[src/hw/rtl/tblr_pkg.sv]
// Package for the tile background line renderer: types, constants and register codes.
`default_nettype none

package tblr_pkg;

  // Line geometry
  localparam int unsigned SCREEN_WIDTH = 160;
  localparam int unsigned GROUPS       = SCREEN_WIDTH / 8;
  localparam int unsigned GROUP_W      = 5;
  localparam logic [GROUP_W-1:0] LAST_GROUP = GROUP_W'(GROUPS - 1);

  // Video memory
  localparam int unsigned VRAM_BYTES = 8192;
  localparam int unsigned VRAM_AW    = $clog2(VRAM_BYTES);

  // Tile maps live at 0x9800/0x9C00, i.e. offsets 0x1800/0x1C00: top two offset bits set
  localparam logic [1:0] MAP_REGION = 2'b11;

  // Command queue between front and back
  localparam int unsigned QUEUE_DEPTH = 2;
  localparam int unsigned QUEUE_AW    = $clog2(QUEUE_DEPTH);

  // Configuration register indexes
  localparam int unsigned CFG_IDX_W  = 3;
  localparam int unsigned CFG_DATA_W = 8;

  typedef enum logic [CFG_IDX_W-1:0] {
    CFG_BG_ENABLE     = 3'd0,
    CFG_MAP_HIGH      = 3'd1,
    CFG_TILE_UNSIGNED = 3'd2,
    CFG_SCROLL_Y      = 3'd3,
    CFG_SHADE_MAP     = 3'd4
  } tblr_cfg_idx_e;

  // Reset values of the registers
  localparam logic       RST_BG_ENABLE     = 1'b1;
  localparam logic       RST_MAP_HIGH      = 1'b0;
  localparam logic       RST_TILE_UNSIGNED = 1'b1;
  localparam logic [7:0] RST_SCROLL_Y      = 8'd0;
  localparam logic [7:0] RST_SHADE_MAP     = 8'd252;

  // Input item operation codes
  typedef enum logic {
    OP_WRITE  = 1'b0,
    OP_RENDER = 1'b1
  } tblr_op_e;

  // Command kinds after classification
  typedef enum logic [1:0] {
    CMD_WRITE  = 2'd0,
    CMD_RENDER = 2'd1,
    CMD_BLANK  = 2'd2
  } tblr_cmd_kind_e;

  typedef struct packed {
    logic        op;
    logic [12:0] vram_offset;
    logic [7:0]  vram_byte;
    logic [7:0]  screen_line;
  } tblr_in_t;

  typedef struct packed {
    logic [15:0]        pixel_group;
    logic [GROUP_W-1:0] group_index;
    logic [7:0]         line_number;
    logic               last;
  } tblr_out_t;

  typedef struct packed {
    logic       bg_enable;
    logic       map_select_high;
    logic       tile_data_unsigned;
    logic [7:0] scroll_y;
    logic [7:0] shade_map;
  } tblr_cfg_t;

  // Decoded command handed from front to back
  typedef struct packed {
    tblr_cmd_kind_e     kind;
    logic [VRAM_AW-1:0] addr;
    logic [7:0]         data;
    logic [7:0]         line;
    logic               map_high;
    logic [4:0]         map_row;
    logic [2:0]         tile_row;
    logic               tile_unsigned;
  } tblr_cmd_t;

endpackage

`default_nettype wire

[src/hw/rtl/tblr_front.sv]
// Front end: takes input items, decodes them into commands for the back end.
`default_nettype none

module tblr_front (
  input  wire logic                clk_i,
  input  wire logic                rst_ni,
  input  wire logic                in_valid_i,
  output logic                     in_stall_o,
  input  wire tblr_pkg::tblr_in_t  in_data_i,
  input  wire tblr_pkg::tblr_cfg_t cfg_i,
  output logic                     push_o,
  output tblr_pkg::tblr_cmd_t      cmd_o,
  input  wire logic                q_full_i
);

  import tblr_pkg::*;

  tblr_cmd_t  cmd_d, cmd_q;
  logic       cmd_valid_q;
  logic       accept;
  logic [7:0] y_sum;

  // Scrolled line, wraps at 256
  assign y_sum = in_data_i.screen_line + cfg_i.scroll_y;

  // Classify the item
  always_comb begin
    cmd_d               = '0;
    cmd_d.addr          = in_data_i.vram_offset;
    cmd_d.data          = in_data_i.vram_byte;
    cmd_d.line          = in_data_i.screen_line;
    cmd_d.map_high      = cfg_i.map_select_high;
    cmd_d.map_row       = y_sum[7:3];
    cmd_d.tile_row      = y_sum[2:0];
    cmd_d.tile_unsigned = cfg_i.tile_data_unsigned;
    if (in_data_i.op == OP_WRITE) begin
      cmd_d.kind = CMD_WRITE;
    end else if (cfg_i.bg_enable) begin
      cmd_d.kind = CMD_RENDER;
    end else begin
      cmd_d.kind = CMD_BLANK;
    end
  end

  // One command register; held while the queue is full
  assign push_o     = cmd_valid_q && !q_full_i;
  assign in_stall_o = cmd_valid_q && q_full_i;
  assign accept     = in_valid_i && !in_stall_o;
  assign cmd_o      = cmd_q;

  always_ff @(posedge clk_i or negedge rst_ni) begin
    if (!rst_ni) begin
      cmd_valid_q <= 1'b0;
    end else if (accept) begin
      cmd_valid_q <= 1'b1;
    end else if (push_o) begin
      cmd_valid_q <= 1'b0;
    end
  end

  always_ff @(posedge clk_i) begin
    if (accept) begin
      cmd_q <= cmd_d;
    end
  end

endmodule

`default_nettype wire

[config.mk]
export PLATFORM = sky130hd
export DESIGN_NAME = tblr_front
export DESIGN_NICKNAME = d
export VERILOG_FILES = /design/src/hw/rtl/tblr_pkg.sv /design/src/hw/rtl/tblr_front.sv
export SDC_FILE = /design/constraint.sdc
export NUM_CORES = 1
export LEC_CHECK = 0
export BUFFER_PORTS_ARGS = -buffer_cell sky130_fd_sc_hd__buf_2
export CORE_AREA = 2 2 63 77
export DETAILED_ROUTE_END_ITERATION = 8
export DIE_AREA = 0 0 65 79
export GPL_ROUTABILITY_DRIVEN = 0
export PLACE_DENSITY = 0.75
export SLEW_MARGIN = 20
export SYNTH_ARGS = -nofsm -noshare
export SYNTH_HDL_FRONTEND = slang
export SYNTH_SLANG_ARGS = --single-unit
[constraint.sdc]
create_clock -name clk_i -period 2.6 [get_ports clk_i]
set_input_delay 0 -clock clk_i [delete_from_list [all_inputs] [get_ports clk_i]]
set_output_delay 0 -clock clk_i [all_outputs]
set_load 0.01 [all_outputs]
==> results_dict.tcl <==
set metrics [dict create \
    syn_area_per_cell_sq_um 18.1 \
    overflow 0 \
    crit_start "in_data_i[0]" \
    drc 0 \
    synth-seq-cells 42 \
    min-delay-path-class "input pin to async pin" \
    cts_max_level 2 \
    portBuffers 87 \
    synth_area_sq_um 1630 \
    synth_warnings 0 \
    syn_inst 90 \
    synth_top_cell_by_area "edfxtp_1" \
    post-place-cells 236 \
    crit_cells 8 \
    grt_setup_unrepaired "false" \
    start_util_pct 36.7 \
    path_cells "dlygate4sd3_1, buf_2, ha_1, inv_1, fa_1, nor2b_4, o311ai_0, o311ai_1" \
    critPathTopFamily "buffers and inverters" \
    cp-endpoint "cmd_o[7]" \
    drive_gt1_share_pct 43.7 \
    synth_fp_nets 151 \
    hpwl_microns 2590 \
    start_kind "input pin" \
    grt_pass1_vias 1325 \
    diodes 0 \
    holdBufCountCts 36 \
    critPathBufInv 3 \
    cts_buffer_depth 2 \
    cts_tree "built" \
    endpoint_kind "register" \
    regToRegSetupSlack_ns 1.06 \
    synth_top_cell_area_share_pct 75.8 \
    drt_iter0_drc 158 \
    vdd_ir_drop_max_mv 0.205 \
    die-width_microns 65 \
    layout.nets 282 \
    antenna_found_initial 0 \
    wl_per_cell_microns 15.9 \
    outcome "completed" \
    r2r-start "cmd_valid_q" \
    finalSetupViolCount 0 \
    skew_ns 0.00629 \
    r2r_end "cmd_o[33]" \
    crit_arrival_ns 1.78 \
    vias 1301 \
    grt_max_degree 42 \
    grt_use_total_pct 17.9 \
    synthAdderAreaFrac_pct 6.62 \
    cts-root-buf "clkbuf_8" \
    path_clk_slew_ns 0.08 \
    max_freq_ghz 0.569 \
    clkLatencyLatePin_ns 0.30 \
    dieArea_sq_um 5140 \
    via_per_inst 4.65 \
    critical_path.slowest_cell "dlygate4sd3_1" \
    slowest_delay_ns 0.54 \
    drv_cap 0 \
    synth_top_family_by_area "compound AO/OA/AOI/OAI gates" \
    synthXorXnorAreaFrac_pct 2.16 \
    stdcell_count 280 \
    cp_max_fo 3 \
    wl_microns 4450 \
    power.leakage_nw 1.11 \
    rows 27 \
    worstSetupPathType "input pin to register" \
    core_sq_um 4430 \
    cts_resized 0 \
    p_per_area_nw_per_um2 562 \
    clock-sinks 42 \
    yosys-top-cells-area "edfxtp_1 (76%), ha_1 (5.4%), a21oi_1 (1.5%)" \
    reg2regPathDepth 3 \
    die_h_microns 79 \
    hold_viol 0 \
    relSlewSlack_pct 65.8 \
    min_period_over_period_pct 67.6 \
    required_ns 2.62 \
    numCtsBuffers 5 \
    tns_ns 0 \
    yosys.cell_types.count 27 \
    detail-route-antenna-nets 0 \
    yosys.area_share.simple_pct 5.16 \
    drv_slew 0 \
    period_needed_ns 1.76 \
    area_growth_pct 59.4 \
    grt_pass1_wl_microns 6660 \
    worstMarginPinSlew_ns 0.512 \
    yosysSeqAreaShare_pct 77.3 \
    cts_setup_buffers 0 \
    drt_pass1_iterations 4 \
    synthMuxAreaShare_pct 0 \
    ios 96 \
    synth_compound_gate_area_share_pct 7.62 \
]
worst register-to-register path: cells and delay by family, from the launching register on:
| family | cells | cell delay [ns] |
|---|---|---|
| buf+inv | 1 | 0.45 |
| flops | 1 | 0.38 |
| simple gates | 2 | 0.34 |
cells in the mapped netlist:
cell,n
nand2b_1,1
and2_1,2
a221oi_1,1
o21ai_0,2
xnor2_1,2
nor2b_1,4
o211ai_1,3
o21a_1,1
or2_2,1
ha_1,7
xor2_1,2
o2bb2ai_1,1
nor2b_4,1
dfrtp_1,1
o31a_1,1
nor3b_1,1
a211oi_1,1
a21oi_1,5
a21o_1,1
fa_1,1
nand2_1,1
inv_1,5
edfxtp_1,41
o311ai_0,1
nor2_1,1
o311ai_1,1
nor3_1,1
layout by cell type, fill, tap and decap left out:
cell / instances
nor3b_1: 1
xnor2_1: 2
clkbuf_1: 1
and2_1: 2
o31a_1: 1
nor2b_4: 2
edfxtp_1: 41
o2bb2ai_1: 1
nor2_1: 1
buf_2: 87
o311ai_0: 1
nor3_1: 1
fa_1: 1
o211ai_1: 3
a221oi_1: 1
buf_4: 1
o311ai_1: 1
clkinv_2: 1
a211oi_1: 1
o21ai_0: 2
clkbuf_8: 5
nand2b_1: 1
inv_1: 5
ha_1: 7
clkinv_1: 1
dfrtp_1: 1
dlygate4sd3_1: 36
or2_2: 1
o21a_1: 1
nor2b_1: 3
a21oi_1: 5
nand2_1: 1
a21o_1: 1
xor2_1: 2
worst min path at each step:
stage                     depth (start not counted)          end  startpoint
after floorplan                                   0  cmd_valid_q      rst_ni
after global placement                            1  cmd_valid_q      rst_ni
after detailed placement                          1  cmd_valid_q      rst_ni
after CTS                                         2  cmd_valid_q      rst_ni
after global routing                              2  cmd_valid_q      rst_ni
final                                             2  cmd_valid_q      rst_ni
registers in the layout, indices dropped and copies added (netlist names):
signal / flops
cmd_o: 41
cmd_valid_q: 1
final cells by class:
cell class	count	area, sq um
fill	324	1840
sequential	42	1260
timing repair buffer	124	803
multi-input combinational	43	358
clock buffer	6	72.6
tap	58	72.6
inverter	5	18.8
clock inverter	2	8.76
cells by family (layout without fill, tap and decap cells):
family                     after synthesis  count (layout)
DFF                                     42              42
AOI/OAI and AO/OA                       18              18
and+or+nand+nor                         13              13
adders and majority gates                8               8
buffers and inverters                    5             137
xor gates and xnor gates                 4               4
through the flow:
step	power, mW	hold WS (ns)	util [%]	cell area [sq um]	setup slack (ns)
floorplan	0.927	-0.296	-	1630	0.534
global route	1.51	0.0239	58.5	2590	0.739
detailed placement	1.02	-0.224	48.5	2150	1.10
finish	1.46	0.0380	58.5	2590	0.843
CTS	1.45	0.00550	58.5	2590	0.847
global placement	1.01	-0.225	48.5	2150	1.14
power by group:
part / switching (mW) / internal (mW)
Sequential: 0.0115 / 0.798
Combinational: 0.122 / 0.125
Clock: 0.214 / 0.185
Total: 0.347 / 1.11
routing by layer:
| metal | global-route usage [%] | up-vias | part of all wire [%] |
|---|---|---|---|
| li1 | - | 608 | - |
| met1 | 17.8 | 611 | 36 |
| met2 | 33.2 | 70 | 53 |
| met3 | 5.81 | 12 | 8.5 |
| met4 | 7.87 | 0 | 2.5 |
| met5 | 0 | - | 0 |
Power figures use the tool's default switching activity.
