==> src/hw/rtl/tblr_pkg.sv <==
// Package for the tile background line renderer: types, constants and register codes.
`default_nettype none

package tblr_pkg;

  // Line geometry
  localparam int unsigned SCREEN_WIDTH = 160;
  localparam int unsigned GROUPS       = SCREEN_WIDTH / 8;
  localparam int unsigned GROUP_W      = 5;
  localparam logic [GROUP_W-1:0] LAST_GROUP = GROUP_W'(GROUPS - 1);

  // Video memory
  localparam int unsigned VRAM_BYTES = 8192;
  localparam int unsigned VRAM_AW    = $clog2(VRAM_BYTES);

  // Tile maps live at 0x9800/0x9C00, i.e. offsets 0x1800/0x1C00: top two offset bits set
  localparam logic [1:0] MAP_REGION = 2'b11;

  // Command queue between front and back
  localparam int unsigned QUEUE_DEPTH = 2;
  localparam int unsigned QUEUE_AW    = $clog2(QUEUE_DEPTH);

  // Configuration register indexes
  localparam int unsigned CFG_IDX_W  = 3;
  localparam int unsigned CFG_DATA_W = 8;

  typedef enum logic [CFG_IDX_W-1:0] {
    CFG_BG_ENABLE     = 3'd0,
    CFG_MAP_HIGH      = 3'd1,
    CFG_TILE_UNSIGNED = 3'd2,
    CFG_SCROLL_Y      = 3'd3,
    CFG_SHADE_MAP     = 3'd4
  } tblr_cfg_idx_e;

  // Reset values of the registers
  localparam logic       RST_BG_ENABLE     = 1'b1;
  localparam logic       RST_MAP_HIGH      = 1'b0;
  localparam logic       RST_TILE_UNSIGNED = 1'b1;
  localparam logic [7:0] RST_SCROLL_Y      = 8'd0;
  localparam logic [7:0] RST_SHADE_MAP     = 8'd252;

  // Input item operation codes
  typedef enum logic {
    OP_WRITE  = 1'b0,
    OP_RENDER = 1'b1
  } tblr_op_e;

  // Command kinds after classification
  typedef enum logic [1:0] {
    CMD_WRITE  = 2'd0,
    CMD_RENDER = 2'd1,
    CMD_BLANK  = 2'd2
  } tblr_cmd_kind_e;

  typedef struct packed {
    logic        op;
    logic [12:0] vram_offset;
    logic [7:0]  vram_byte;
    logic [7:0]  screen_line;
  } tblr_in_t;

  typedef struct packed {
    logic [15:0]        pixel_group;
    logic [GROUP_W-1:0] group_index;
    logic [7:0]         line_number;
    logic               last;
  } tblr_out_t;

  typedef struct packed {
    logic       bg_enable;
    logic       map_select_high;
    logic       tile_data_unsigned;
    logic [7:0] scroll_y;
    logic [7:0] shade_map;
  } tblr_cfg_t;

  // Decoded command handed from front to back
  typedef struct packed {
    tblr_cmd_kind_e     kind;
    logic [VRAM_AW-1:0] addr;
    logic [7:0]         data;
    logic [7:0]         line;
    logic               map_high;
    logic [4:0]         map_row;
    logic [2:0]         tile_row;
    logic               tile_unsigned;
  } tblr_cmd_t;

endpackage

`default_nettype wire

==> src/hw/rtl/tblr_queue.sv <==
// Short command queue between the front and back ends.
`default_nettype none

module tblr_queue (
  input  wire logic                 clk_i,
  input  wire logic                 rst_ni,
  input  wire logic                 push_i,
  input  wire tblr_pkg::tblr_cmd_t  cmd_i,
  output logic                      full_o,
  input  wire logic                 pop_i,
  output tblr_pkg::tblr_cmd_t       cmd_o,
  output logic                      valid_o
);

  import tblr_pkg::*;

  tblr_cmd_t           entry_q [QUEUE_DEPTH];
  logic [QUEUE_AW-1:0] wr_ptr_q, rd_ptr_q;
  logic [QUEUE_AW:0]   count_q;

  assign full_o  = (count_q == (QUEUE_AW+1)'(QUEUE_DEPTH));
  assign valid_o = (count_q != '0);
  assign cmd_o   = entry_q[rd_ptr_q];

  // Pointers and fill level
  always_ff @(posedge clk_i or negedge rst_ni) begin
    if (!rst_ni) begin
      wr_ptr_q <= '0;
      rd_ptr_q <= '0;
      count_q  <= '0;
    end else begin
      if (push_i) begin
        wr_ptr_q <= wr_ptr_q + 1'b1;
      end
      if (pop_i) begin
        rd_ptr_q <= rd_ptr_q + 1'b1;
      end
      if (push_i && !pop_i) begin
        count_q <= count_q + 1'b1;
      end else if (pop_i && !push_i) begin
        count_q <= count_q - 1'b1;
      end
    end
  end

  always_ff @(posedge clk_i) begin
    if (push_i) begin
      entry_q[wr_ptr_q] <= cmd_i;
    end
  end

endmodule

`default_nettype wire

==> config.mk <==
export PLATFORM = sky130hd
export DESIGN_NAME = tblr_queue
export DESIGN_NICKNAME = d
export VERILOG_FILES = /design/src/hw/rtl/tblr_pkg.sv /design/src/hw/rtl/tblr_queue.sv
export SDC_FILE = /design/constraint.sdc
export NUM_CORES = 1
export LEC_CHECK = 0
export ABC_AREA = 1
export CORE_UTILIZATION = 31
export CTS_CLUSTER_SIZE = 40
export DETAILED_ROUTE_END_ITERATION = 8
export DONT_BUFFER_PORTS = 1
export PLACE_DENSITY_LB_ADDON = 0.3
export SKIP_CTS_REPAIR_TIMING = 1
export SLEW_MARGIN = 10
export SYNTH_ARGS = -nofsm -noshare
export SYNTH_HDL_FRONTEND = slang
export SYNTH_SLANG_ARGS = --single-unit
==> constraint.sdc <==
create_clock -name clk_i -period 2.6 [get_ports clk_i]
set_clock_uncertainty 0.2 [all_clocks]
set_input_delay 0.13 -clock clk_i [delete_from_list [all_inputs] [get_ports clk_i]]
set_output_delay 0.13 -clock clk_i [all_outputs]
set_load 0.05 [all_outputs]
==> results.py, run 1 <==
metrics = {
    "critical_path": {
        "cp.required_ns": 2.27,
        "reg2reg_depth": 2,
        "end_kind": "output port",
        "crit_type": "reg -> out",
        "r2r_start": "wr_ptr_q",
        "setup.worst_path.start": "rd_ptr_q",
        "cp-endpoint": "cmd_o[39]",
        "start_kind": "flop",
        "rrSetupSlack_ns": 1.01,
        "r2r-end": "entry_q[0][2]",
        "critPathMaxFanout": 22,
        "cp.arrival_ns": 1.93,
    },
    "route": {
        "via_count": 1506,
        "post_drt_wl_per_cell_um": 17.1,
        "antenna_left": 0,
        "drc_errors": 0,
        "viasPerCell": 4.29,
        "routed_wl_um": 6010,
        "drt_pass1_iterations": 4,
        "first_iter_violations": 62,
    },
    "outcome": {
        "status": "finished clean",
    },
    "logic_synthesis": {
        "syn_inst": 153,
        "yosys_register_bits": 86,
        "yosysWarnings": 0,
        "synth_cell_type_count": 14,
        "netlist_area_sq_um": 3370,
        "avgSynthCellArea_sq_um": 22.0,
        "synth_fp_nets": 199,
        "yosysSeqAreaShare_pct": 76.1,
    },
    "sta": {
        "finalCritPeriodShare_pct": 86.8,
        "final-hold-violation-count": 0,
        "final_max_slew_viol_count": 0,
        "worstMarginPinSlew_ns": 0.889,
        "finalSetupViolCount": 0,
        "min_period_ns": 2.26,
        "timing.setup.tns_ns": 0,
        "fmax_mhz": 443,
        "rsz0062_at_grt": "no",
        "slew_headroom_pct": 40.5,
    },
    "cells_and_area": {
        "fin_util_pct": 40.4,
        "synthToLayoutAreaGrowth_pct": 24.9,
        "drive_gt1_share_pct": 29.9,
        "fillerInstances": 921,
        "final_common_cell": "edfxtp_1",
        "regArea_sq_um": 2560,
        "multi_input_area_sq_um": 696,
        "mostFrequentLayoutCells": "edfxtp_1 (82), dlygate4sd3_1 (45), mux2_4 (39)",
        "nets": 255,
    },
    "clock_network": {
        "clkLatencyLatePin_ns": 0.35,
        "clockBufferDepth": 2,
        "clkTransAtPathRegs_ns": 0.08,
        "cts_buffers": 9,
        "cts_max_level": 3,
        "clock-sinks": 86,
        "cts_tree": "yes",
        "clockRootBuffer": "clkbuf_8",
    },
    "grt": {
        "grt_use_total_pct": 10.4,
        "grt_pass1_vias": 1415,
        "grt_pass1_wl_um": 8100,
        "antenna_found_initial": 1,
        "globalRouteOverflowTotal": 0,
        "grt_max_degree": 32,
    },
    "floorplan": {
        "io-pin-count": 88,
        "die_h_um": 106,
        "fp.dieArea_sq_um": 11300,
        "fp-row-count": 37,
        "die_x_um": 106,
        "core_area_sq_um": 10400,
        "initial_core_util_pct": 32.3,
    },
    "place": {
        "hpwl_um": 3920,
        "gp_congestion": 0.695,
        "port_buffers": 0,
    },
    "power_and_ir_drop": {
        "pwr_density_cell_nw_per_um2": 1230,
        "vdd.ir_drop.worst_uv": 543,
        "static-leakage-power_uw": 0.00156,
    },
    "hold_path": {
        "hp-class": "in -> reg",
    },
    "job": {
        "drv_cap": 0,
    },
}
-- cell type report --
| class | instances | share of cell area, % |
|---|---|---|
| Clock buffer | 9 | 2.94 |
| Inverter | 7 | 0.624 |
| Antenna cell | 1 | 0.0595 |
| Clock inverter | 7 | 2.68 |
| Timing Repair Buffer | 50 | 12.2 |
| Sequential cell | 86 | 60.9 |
| Multi-Input combinational cell | 55 | 16.5 |
| Tap cell | 136 | 4.04 |
-- how the worst min path moves through the flow --
stage	from	to	slack (ns)	depth (start not counted)
after floorplan	rst_ni	count_q[0]	-0.37	0
after global placement	rst_ni	count_q[0]	-0.37	0
after detailed placement	rst_ni	count_q[0]	-0.37	0
after CTS	rst_ni	wr_ptr_q	-0.76	0
after global routing	cmd_i[16]	entry_q[0][16]	0.22	1
final	cmd_i[12]	entry_q[1][12]	0.23	1
-- state kept, by name, indices dropped and copies added, names as in the netlist --
signal    flops
entry_q      82
wr_ptr_q      1
rd_ptr_q      1
count_q       2
-- synth_stat cells --
master / instances / share of area (%)
buf_12: 4 / 2.4
buf_6: 1 / 0.33
dfrtp_1: 4 / 3.0
edfxtp_1: 82 / 73
ha_1: 1 / 0.37
inv_1: 7 / 0.78
mux2_2: 2 / 0.67
mux2_4: 39 / 17
nand2_1: 6 / 0.67
nand3_1: 1 / 0.15
nand4_1: 1 / 0.19
nor2_1: 2 / 0.22
xnor2_1: 1 / 0.26
xor2_1: 2 / 0.52
-- through the flow --
stage,hold WS [ns],worst slack [ns],power (uW),instance area [sq um],cells
2_1_floorplan,-0.366,0.499,3950,3370,153
3_3_place_gp,-0.365,0.747,4030,3520,289
3_5_place_dp,-0.365,0.699,4070,3520,289
4_1_cts,-0.757,0.300,5160,3750,305
5_1_grt,0.215,0.253,5360,4210,351
6_report,0.230,0.343,5160,4210,351
-- cell families after synthesis --
family,after synthesis,synth area share [%]
xor gates and xnor gates,3,0.780
and+or+nand+nor,10,1.23
muxes,41,18.1
DFF,86,76.1
adders and majority gates,1,0.371
buffers and inverters,12,3.49
-- power breakdown --
part	switching (uW)	total, uW	internal, uW
combinational	1430	2070	635
sequential	173	2010	1840
clock	453	1090	633
-- per-layer routing --
metal / vias to the layer above / GRT usage [%] / wire, um
li1: 694 / - / -
met1: 732 / 9.85 / 2340
met2: 65 / 16.6 / 2980
met3: 15 / 6.01 / 504
met4: 0 / 7.74 / 180
met5: - / 0 / 0
-- worst max-delay path: stages (launching register included) --
cell and delay [ns]:
dfrtp_2 0.80, buf_4 0.36, mux2_4 0.41
No activity file was read; power rests on OpenSTA's default activity.
==> run 2: changes to the inputs <==
MAX_ROUTING_LAYER = met4   (was unset)
==> results.py, run 2 (synthesis gave the netlist of run 1 again) <==
metrics = {
    "outcome": {
        "status": "finished clean",
    },
    "route": {
        "via_count": 1495,
        "antenna_left": 0,
        "first_iter_violations": 41,
        "post_drt_wl_per_cell_um": 17.1,
        "drc_errors": 0,
        "drt_pass1_iterations": 3,
        "viasPerCell": 4.26,
        "routed_wl_um": 6000,
    },
    "floorplan": {
        "fp.dieArea_sq_um": 11300,
        "core_area_sq_um": 10400,
        "die_h_um": 106,
        "initial_core_util_pct": 32.3,
        "io-pin-count": 88,
        "fp-row-count": 37,
        "die_x_um": 106,
    },
    "clock_network": {
        "clock-sinks": 86,
        "clockBufferDepth": 2,
        "clkLatencyLatePin_ns": 0.34,
        "clkTransAtPathRegs_ns": 0.08,
        "cts_tree": "yes",
        "clockRootBuffer": "clkbuf_8",
        "cts_buffers": 9,
        "cts_max_level": 3,
    },
    "grt": {
        "grt_pass1_wl_um": 8140,
        "grt_use_total_pct": 10.6,
        "globalRouteOverflowTotal": 0,
        "antenna_found_initial": 1,
        "grt_pass1_vias": 1417,
        "grt_max_degree": 32,
    },
    "sta": {
        "slew_headroom_pct": 40.6,
        "fmax_mhz": 443,
        "final-hold-violation-count": 0,
        "min_period_ns": 2.25,
        "rsz0062_at_grt": "no",
        "final_max_slew_viol_count": 0,
        "worstMarginPinSlew_ns": 0.888,
        "finalSetupViolCount": 0,
        "timing.setup.tns_ns": 0,
        "finalCritPeriodShare_pct": 86.7,
    },
    "power_and_ir_drop": {
        "switching_share_pct": 39.8,
        "pwr_density_cell_nw_per_um2": 1230,
        "power.total_uw": 5160,
        "static-leakage-power_uw": 0.00156,
        "vdd.ir_drop.worst_uv": 543,
        "p_clk_share_pct": 20.9,
        "intPower_uw": 3110,
        "p_sw_uw": 2050,
        "p_seq_share_pct": 39.0,
        "p_comb_share_pct": 40.1,
    },
    "cells_and_area": {
        "fin_util_pct": 40.4,
        "final_common_cell": "edfxtp_1",
        "largest_reg_flops": 82,
        "drive_gt1_share_pct": 29.9,
        "final_area_sq_um": 4210,
        "fillerInstances": 921,
        "stdcell_count": 351,
        "mostFrequentLayoutCells": "edfxtp_1 (82), dlygate4sd3_1 (45), mux2_4 (39)",
        "synthToLayoutAreaGrowth_pct": 24.9,
        "reg_top3": "entry_q (82), count_q (2)",
        "regMostFlops": "entry_q",
        "nets": 255,
    },
    "critical_path": {
        "cp_num_buf_inv": 1,
        "end_kind": "output port",
        "cp.arrival_ns": 1.92,
        "critPathMaxFanout": 22,
        "rrSetupSlack_ns": 1.00,
        "crit_type": "reg -> out",
        "cp_cell_sequence": "buf_4 -> mux2_4",
        "r2r-end": "entry_q[0][2]",
        "crit_family": "flip-flops",
        "reg2reg_depth": 2,
        "r2r_start": "wr_ptr_q",
        "start_kind": "flop",
        "crit_cells": 2,
        "slowest_stage": "dfrtp_2",
        "slowest_delay_ns": 0.81,
        "cp.required_ns": 2.27,
    },
    "place": {
        "placedCellCount": 289,
        "place_area_sq_um": 3520,
        "hpwl_um": 3920,
        "port_buffers": 0,
        "gp_congestion": 0.702,
    },
    "hold_path": {
        "holdPathStages": 1,
        "hold_end": "entry_q[1][12]",
        "hold_start": "cmd_i[12]",
        "hp-class": "in -> reg",
    },
    "job": {
        "drv_cap": 0,
    },
}
==> run 2: cell counts in the layout (fill, tap and decap cells not counted) <==
Identical to the previous run, type by type.
==> run 2: cell type report <==
class | instances | area, sq um | area share (%)
Multi-Input combinational cell | 55 | 696 | 16.5
Tap cell | 136 | 170 | 4.04
Timing Repair Buffer | 50 | 513 | 12.2
Inverter | 7 | 26.3 | 0.624
Antenna cell | 1 | 2.50 | 0.0595
Clock inverter | 7 | 113 | 2.68
Clock buffer | 9 | 124 | 2.94
Sequential cell | 86 | 2560 | 60.9
==> run 2: how the worst max path moves through the flow <==
stage               startpoint       endpoint  slack [ns]
CTS                   rd_ptr_q      cmd_o[39]        0.30
global placement      rd_ptr_q      cmd_o[12]        0.75
finish                rd_ptr_q      cmd_o[39]        0.35
floorplan             wr_ptr_q  entry_q[0][0]        0.50
global route          rd_ptr_q      cmd_o[39]        0.25
detailed placement    rd_ptr_q      cmd_o[39]        0.70
==> run 2: metrics by stage <==
| stage | worst slack [ns] | hold slack (ns) |
|---|---|---|
| 4_1_cts | 0.300 | -0.757 |
| 2_1_floorplan | 0.499 | -0.366 |
| 6_report | 0.345 | 0.234 |
| 3_3_place_gp | 0.747 | -0.365 |
| 5_1_grt | 0.251 | 0.218 |
| 3_5_place_dp | 0.699 | -0.365 |
==> run 2: layer usage <==
metal  up-vias  track usage, %  part of all wire, %
li1        693               -                    -
met1       739            9.97                   40
met2        56            16.5                   50
met3         7            5.70                  7.8
met4         0            7.74                  2.0
met5         -               -                    0
==> run 2: power by group through the flow <==
| stage | clock network, uW | registers (uW) | logic, uW |
|---|---|---|---|
| 2_1_floorplan | 0 | 1940 | 2020 |
| 4_1_cts | 1120 | 2020 | 2020 |
| 3_3_place_gp | 0 | 2030 | 2000 |
| 6_report | 1080 | 2010 | 2070 |
| 5_1_grt | 1180 | 2040 | 2140 |
| 3_5_place_dp | 0 | 2050 | 2020 |
==> run 2: worst reg2reg max path, delay by kind of cell (launching register included) <==
kind	cells	cell delay [ns]
buffers and inverters	1	0.27
DFF	1	0.44
and+or+nand+nor	1	0.37
